`src/rtl/bced_pkg.sv`:
```
package bced_pkg;

   localparam int unsigned TimeWidth  = 32;
   localparam int unsigned CfgWidth   = 16;
   localparam int unsigned CsrIdxWidth = 2;
   localparam int unsigned EventWidth = 3;

   typedef logic [TimeWidth-1:0] time_ms_type;
   typedef logic [CfgWidth-1:0]  cfg_ms_type;

   typedef enum logic [EventWidth-1:0] {
      EV_NONE      = 3'd0,
      EV_UP        = 3'd1,
      EV_DOWN      = 3'd2,
      EV_OK_LONG   = 3'd3,
      EV_OK_DOUBLE = 3'd4,
      EV_OK_SINGLE = 3'd5
   } event_code_type;

   typedef enum logic [CsrIdxWidth-1:0] {
      CSR_DEBOUNCE     = 2'd0,
      CSR_LONG_PRESS   = 2'd1,
      CSR_DOUBLE_CLICK = 2'd2,
      CSR_UNUSED       = 2'd3
   } csr_index_type;

   localparam cfg_ms_type DebounceReset    = 16'd50;
   localparam cfg_ms_type LongPressReset   = 16'd1000;
   localparam cfg_ms_type DoubleClickReset = 16'd300;

endpackage

```
`src/rtl/button_click_event_detector_core.sv`:
```
// Button event detector: each poll word carries a millisecond timestamp and the three
// active-low button levels (up, down, ok) and yields exactly one event word (none, up press,
// down press, ok long press, ok double click, ok single click). A poll is taken into an
// input register, decoded against the button history and handed to a result register,
// so one poll is accepted every cycle unless rsp_stall holds both stages. The user must write
// timing registers through the csr port only while no poll is in flight; the block does not
// enforce this. csr_ready is always high and indexes past the register list are ignored.
module button_click_event_detector_core (
   input  logic                               clock,
   input  logic                               reset,
   input  logic                               req_valid,
   output logic                               req_stall,
   input  logic [bced_pkg::TimeWidth-1:0]     req_now_ms,
   input  logic                               req_up_level,
   input  logic                               req_down_level,
   input  logic                               req_ok_level,
   output logic                               rsp_valid,
   input  logic                               rsp_stall,
   output logic [bced_pkg::EventWidth-1:0]    rsp_event_code,
   input  logic                               csr_valid,
   output logic                               csr_ready,
   input  logic [bced_pkg::CsrIdxWidth-1:0]   csr_index,
   input  logic [bced_pkg::CfgWidth-1:0]      csr_data
);

   bced_pkg::cfg_ms_type debounce_ff, long_press_ff, double_click_ff;

   logic                   stage_valid_ff;
   bced_pkg::time_ms_type  now_ff;
   logic                   up_level_ff, down_level_ff, ok_level_ff;

   logic                     rsp_valid_ff;
   bced_pkg::event_code_type rsp_event_ff;

   logic                  up_held_ff, down_held_ff, ok_held_ff;
   bced_pkg::time_ms_type up_last_ff, down_last_ff, ok_last_ff, ok_start_ff;
   logic                  ok_waiting_ff, ok_long_done_ff;

   bced_pkg::time_ms_type    ok_start_in;
   logic                     ok_waiting_in, ok_long_done_in;
   bced_pkg::event_code_type event_in;

   logic advance;
   logic take_req;
   logic up_active, down_active, ok_active;
   logic up_fire, down_fire;
   logic ok_gap_deb, ok_gap_dbl, ok_hold_long;

   assign advance   = stage_valid_ff && (!rsp_valid_ff || !rsp_stall);
   assign req_stall = stage_valid_ff && !advance;
   assign take_req  = req_valid && !req_stall;
   assign csr_ready = 1'b1;

   assign rsp_valid      = rsp_valid_ff;
   assign rsp_event_code = rsp_event_ff;

   // config registers
   always_ff @(posedge clock) begin
      if (reset) begin
         debounce_ff     <= bced_pkg::DebounceReset;
         long_press_ff   <= bced_pkg::LongPressReset;
         double_click_ff <= bced_pkg::DoubleClickReset;
      end else if (csr_valid && csr_ready) begin
         unique case (bced_pkg::csr_index_type'(csr_index))
            bced_pkg::CSR_DEBOUNCE:     debounce_ff     <= csr_data;
            bced_pkg::CSR_LONG_PRESS:   long_press_ff   <= csr_data;
            bced_pkg::CSR_DOUBLE_CLICK: double_click_ff <= csr_data;
            default: ;
         endcase
      end
   end

   // input register
   always_ff @(posedge clock) begin
      if (reset) begin
         stage_valid_ff <= 1'b0;
      end else if (take_req) begin
         stage_valid_ff <= 1'b1;
      end else if (advance) begin
         stage_valid_ff <= 1'b0;
      end
   end

   always_ff @(posedge clock) begin
      if (take_req) begin
         now_ff        <= req_now_ms;
         up_level_ff   <= req_up_level;
         down_level_ff <= req_down_level;
         ok_level_ff   <= req_ok_level;
      end
   end

   assign up_active   = !up_level_ff;
   assign down_active = !down_level_ff;
   assign ok_active   = !ok_level_ff;

   assign up_fire   = up_active && !up_held_ff &&
                      ((now_ff - up_last_ff) > {16'd0, debounce_ff});
   assign down_fire = down_active && !down_held_ff &&
                      ((now_ff - down_last_ff) > {16'd0, debounce_ff});

   assign ok_gap_deb   = (now_ff - ok_last_ff) > {16'd0, debounce_ff};
   assign ok_gap_dbl   = (now_ff - ok_last_ff) > {16'd0, double_click_ff};
   assign ok_hold_long = (now_ff - ok_start_ff) > {16'd0, long_press_ff};

   // event decode, later checks override earlier ones
   always_comb begin
      event_in        = bced_pkg::EV_NONE;
      ok_start_in     = ok_start_ff;
      ok_waiting_in   = ok_waiting_ff;
      ok_long_done_in = ok_long_done_ff;

      if (up_fire) begin
         event_in = bced_pkg::EV_UP;
      end
      if (down_fire) begin
         event_in = bced_pkg::EV_DOWN;
      end

      priority if (ok_active && !ok_held_ff) begin
         if (ok_gap_deb) begin
            ok_start_in     = now_ff;
            ok_long_done_in = 1'b0;
         end
      end else if (ok_active && ok_held_ff) begin
         if (!ok_long_done_ff && ok_hold_long) begin
            event_in        = bced_pkg::EV_OK_LONG;
            ok_long_done_in = 1'b1;
            ok_waiting_in   = 1'b0;
         end
      end else if (!ok_active && ok_held_ff) begin
         if (!ok_long_done_ff) begin
            if (ok_waiting_ff) begin
               event_in      = bced_pkg::EV_OK_DOUBLE;
               ok_waiting_in = 1'b0;
            end else begin
               ok_waiting_in = 1'b1;
            end
         end
      end else begin
      end

      // window ran out with no second press
      if (ok_waiting_in && !ok_active && ok_gap_dbl) begin
         event_in      = bced_pkg::EV_OK_SINGLE;
         ok_waiting_in = 1'b0;
      end
   end

   // button history
   always_ff @(posedge clock) begin
      if (reset) begin
         up_held_ff      <= 1'b0;
         down_held_ff    <= 1'b0;
         ok_held_ff      <= 1'b0;
         up_last_ff      <= '0;
         down_last_ff    <= '0;
         ok_last_ff      <= '0;
         ok_start_ff     <= '0;
         ok_waiting_ff   <= 1'b0;
         ok_long_done_ff <= 1'b0;
      end else if (advance) begin
         up_held_ff      <= up_active;
         down_held_ff    <= down_active;
         ok_held_ff      <= ok_active;
         ok_start_ff     <= ok_start_in;
         ok_waiting_ff   <= ok_waiting_in;
         ok_long_done_ff <= ok_long_done_in;
         if (up_active) begin
            up_last_ff <= now_ff;
         end
         if (down_active) begin
            down_last_ff <= now_ff;
         end
         if (ok_active) begin
            ok_last_ff <= now_ff;
         end
      end
   end

   // result register
   always_ff @(posedge clock) begin
      if (reset) begin
         rsp_valid_ff <= 1'b0;
      end else if (advance) begin
         rsp_valid_ff <= 1'b1;
      end else if (!rsp_stall) begin
         rsp_valid_ff <= 1'b0;
      end
   end

   always_ff @(posedge clock) begin
      if (advance) begin
         rsp_event_ff <= event_in;
      end
   end

   a_long_marks_done: assert property (@(posedge clock) disable iff (reset)
      advance && (event_in == bced_pkg::EV_OK_LONG) |=> ok_long_done_ff && !ok_waiting_ff)
      else $error("long press did not mark the hold");

   a_click_closes_window: assert property (@(posedge clock) disable iff (reset)
      advance && (event_in == bced_pkg::EV_OK_DOUBLE || event_in == bced_pkg::EV_OK_SINGLE)
      |=> !ok_waiting_ff)
      else $error("click event left the window open");

   a_stalled_stage_holds: assert property (@(posedge clock) disable iff (reset)
      stage_valid_ff && !advance |=> stage_valid_ff && $stable(now_ff))
      else $error("held poll word was dropped");

   a_code_in_range: assert property (@(posedge clock) disable iff (reset)
      rsp_valid_ff |-> rsp_event_ff <= bced_pkg::EV_OK_SINGLE)
      else $error("event code out of range");

endmodule

```
`config.mk`:
```
export PLATFORM = sky130hd
export DESIGN_NAME = button_click_event_detector_core
export DESIGN_NICKNAME = d
export VERILOG_FILES = /design/src/rtl/bced_pkg.sv /design/src/rtl/button_click_event_detector_core.sv
export SDC_FILE = /design/constraint.sdc
export NUM_CORES = 1
export LEC_CHECK = 0
export BUFFER_PORTS_ARGS = -buffer_cell sky130_fd_sc_hd__buf_2
export CAP_MARGIN = 20
export CORE_UTILIZATION = 55
export DETAILED_ROUTE_END_ITERATION = 16
export PLACE_DENSITY = 0.8
export SETUP_SLACK_MARGIN = 0.3
export SYNTH_ARGS = -nofsm -noshare
export SYNTH_HDL_FRONTEND = slang
export SYNTH_SLANG_ARGS = --single-unit
```
`constraint.sdc`:
```
create_clock -name clock -period 8.2 [get_ports clock]
set_input_delay 0.82 -clock clock [delete_from_list [all_inputs] [get_ports clock]]
set_output_delay 0.82 -clock clock [all_outputs]
set_load 0.02 [all_outputs]
```
==> reports/summary.txt <==
========================================================================================================
Final Hold Fails                                                                                       0
Mapped Nets                                                                                         2635
Area Overhead vs Synth                                                                            8.376%
Number of antenna repair diodes                                                                        0
Number of flops mapped to enable cells by yosys                                                       38
DRC violations left                                                                                    0
Pin count of the biggest net entering global routing                                                 122
# nets final                                                                                        2636
Die boundary height                                                                             183.1 um
Number of hold-repair buffers added at the cts stage                                                   0
Final Wtd Congestion                                                                              0.9881
Synth async-reset ratio                                                                               0%
Max H-tree Level                                                                                       1
Maximum number of buffers from clock root to sink                                                      3
Fraction of final layout cells sized beyond drive strength 1                                      6.862%
Number of stages on the worst hold path                                                                1
Tot GR Track Use                                                                                  31.92%
Share of synthesized area occupied by flip-flops and latches                                      26.65%
Total half-perimeter wirelength after legalization and detailed placement                       41250 um
Average instance area after synthesis                                                          7.613 um2
Peak per-stage delay on the critical path                                                        0.61 ns
Power Dens Cells                                                                            174.8 mW/mm2
Critical path peak fanout                                                                             10
Synthesis warning total                                                                                0
Capturing element type of the critical path                                                    flip-flop
Die Width                                                                                       183.1 um
Data required time at the worst endpoint                                                         8.51 ns
Minimum period implied by the final worst setup slack                                           5.525 ns
Summed negative setup slack over all endpoints                                                      0 ns
Overall overflow remaining after global route                                                          0
CTS Sinks                                                                                            221
CTS Root Buffer Type                                                                           clkbuf_16
Per-cell via count in the routed design                                                            6.149
Total wire length                                                                               54320 um
CORE AREA                                                                                    0.03188 mm2
Critical path class                                                                         flip-flop to flip-flop
Post-CTS clock slew at the launch and capture registers of the worst setup and hold paths        0.06 ns
Slew at the pin with the worst max-slew slack                                                   1.107 ns
Result of the run                                                                           complete, no violations
TritonCTS clock tree                                                                                done
Final Slew Violations                                                                                  0
Total clock buffers created by CTS                                                                    28
Post-CTS Setup Bufs                                                                                    0
Largest vdd supply drop                                                                        0.2015 mV
First-pass GRT wire length                                                                      84960 um
Arrival time worst endpoint                                                                      5.84 ns
Cell count after synthesis                                                                          2368
Final antenna-violating net count                                                                      0
RSZ-0062 raised after global routing                                                                  no
Cell type of the slowest stage on the worst timing path                                         edfxtp_1
Final Instance Count excl. Fillers                                                                  2825
# setup viols final                                                                                    0
Starting DRT DRC Count                                                                              1432
Number of register bits inferred by synthesis                                                        221
Most frequent cells in the layout                                                           nand2_1 (377), a21oi_1 (293), inv_1 (205), ha_1 (205), dfxtp_1 (183)
Via total after detailed routing                                                                   17370
Predominant post-synthesis flop cell                                                             dfxtp_1
Number of distinct library cells after synthesis                                                      98
Post-synthesis instance area                                                                 0.01803 mm2
Count of boundary I/O pins                                                                            64
Iteration count of the initial detailed-routing pass                                                   6
IO Port Bufs                                                                                          62
Depth of the most critical reg-to-reg path                                                            18
Critical Path, Cell by Cell                                                                 inv_1, fa_1, nor2b_1, o31ai_1, a311o_1, nand3_1, xor2_1, ha_1, and3_1, nand4_1, a211oi_1, a2111oi_0, a21oi_1, nor4_2, nand4_1, or4_1, or4_1, a31o_1
Peak clock frequency supported by timing                                                       181.0 MHz
# rows                                                                                                65
Avg WL per Cell                                                                                 19.23 um
Fin Clk Skew                                                                                  0.05257 ns
Number of global-route vias before repair                                                          16080
Worst slew margin                                                                                 25.91%
Most common cell after layout, fill and taps aside                                               nand2_1
Starting Density                                                                                  56.55%
Number of antenna violations at the first check in global routing                                      0
Hold/Removal Path Class                                                                     primary input to flip-flop
Share of the clock period used by the worst path after layout                                     67.38%
Clock Latency Late Sink                                                                          0.60 ns
Inst Count DP                                                                                       2774
Worst Setup Start Kind                                                                         flip-flop
Leakage power                                                                                   7.383 nW
Area of the die                                                                              0.03351 mm2
Number of instances resized during post-cts repair                                                     0
Max capacitance violation total                                                                        0
========================================================================================================
cells in the mapped netlist (all sizes together), types with 13 or more instances:
| cell type | instances | share of area (%) |
|---|---|---|
| dfxtp | 183 | 20 |
| nand2b | 94 | 3.3 |
| inv | 205 | 4.3 |
| nor3 | 44 | 1.2 |
| o21a | 26 | 1.1 |
| ha | 205 | 14 |
| a21o | 40 | 1.7 |
| a211oi | 39 | 1.7 |
| o21bai | 15 | 0.62 |
| o211ai | 27 | 1.2 |
| mux2i | 43 | 2.4 |
| nor4 | 13 | 0.49 |
| xor2 | 27 | 1.3 |
| clkbuf | 88 | 1.8 |
| a211o | 18 | 0.87 |
| nand2 | 377 | 7.8 |
| nor2 | 124 | 2.6 |
| nand3 | 36 | 1.0 |
| o21ai | 88 | 2.4 |
| nor2b | 19 | 0.70 |
| nand4 | 42 | 1.5 |
| or3 | 15 | 0.52 |
| a31oi | 16 | 0.56 |
| buf | 18 | 0.74 |
| a21oi | 294 | 8.2 |
| and2 | 14 | 0.50 |
| edfxtp | 38 | 6.3 |
| and3 | 16 | 0.58 |
| xnor2 | 39 | 1.9 |
power by group:
group / switching (mW) / internal [mW]
Combinational: 0.581 / 0.370
Sequential: 0.0396 / 1.15
Clock: 0.514 / 0.761
logic make-up (layout without fill, tap and decap cells):
group / after synthesis / after routing / share of synthesized area (%)
other cells: 1 / 1 / 0.02080
flops: 221 / 221 / 26.65
compound gates: 671 / 671 / 23.70
mux: 44 / 44 / 2.450
simple gates: 844 / 844 / 22.44
fa+ha+maj: 209 / 209 / 14.67
buf+inv: 312 / 334 / 6.857
xor+xnor: 66 / 66 / 3.206
final cells by class:
cell class / count / area, um2
clock buffer: 40 / 818.3
clock inverter: 11 / 141.4
fill: 2933 / 12340
inverter: 206 / 773.2
multi-input combinational: 1835 / 12030
sequential: 221 / 4805
tap: 435 / 544.3
timing repair buffer: 77 / 429.2
worst paths after layout:
kind	startpoint	to	slack [ns]
hold reg to reg	down_last_ff[13]$_SDFFE_PP0P_	down_last_ff[13]$_SDFFE_PP0P_	0.45
setup / recovery	now_ff[1]$_DFFE_PP_	rsp_event_code[0]$_SDFFCE_PP1P_	2.67
hold / removal	req_now_ms[25]	now_ff[25]$_DFFE_PP_	0.39
setup reg to reg	now_ff[1]$_DFFE_PP_	rsp_event_code[0]$_SDFFCE_PP1P_	2.67
per-layer routing:
metal | global-route usage (%) | up-vias | share of wire [%]
li1 | - | 8395 | -
met4 | 10.97 | 0 | 3.3
met5 | 0 | - | 0
met3 | 4.746 | 118 | 7.6
met1 | 42.31 | 8176 | 44
met2 | 52.84 | 681 | 46
sequential cells by signal (all words and copies together), names as in the netlist, 3 cells and up:
name and count:
debounce_ff 16, rsp_event_code 3, now_ff 32, long_press_ff 16, double_click_ff 16, down_last_ff 32, up_last_ff 32, ok_start_ff 32
ok_last_ff 32
stage by stage:
step / area (um2) / util (%) / power (mW) / hold slack, ns / worst slack [ns]
floorplan: 18030 / - / 1.890 / 0.4361 / 3.474
global placement: 18580 / 58.28 / 2.111 / 0.4412 / 2.910
detailed placement: 18580 / 58.28 / 2.134 / 0.4467 / 2.801
CTS: 19540 / 61.29 / 3.412 / 0.3717 / 2.739
global route: 19540 / 61.29 / 3.576 / 0.3753 / 2.347
finish: 19540 / 61.29 / 3.415 / 0.3881 / 2.675
critical path: cells and delay by family, from the launching register on:
kind                     cells  cell delay [ns]
AO/OA/AOI/OAI                6             1.37
XOR/XNOR                     1             0.17
adder cells (fa/ha/maj)      2             0.77
buffers and inverters        1             0.23
flip-flops                   1             0.61
AND/OR/NAND/NOR              8             2.08
(Power assumes the default switching activity.)
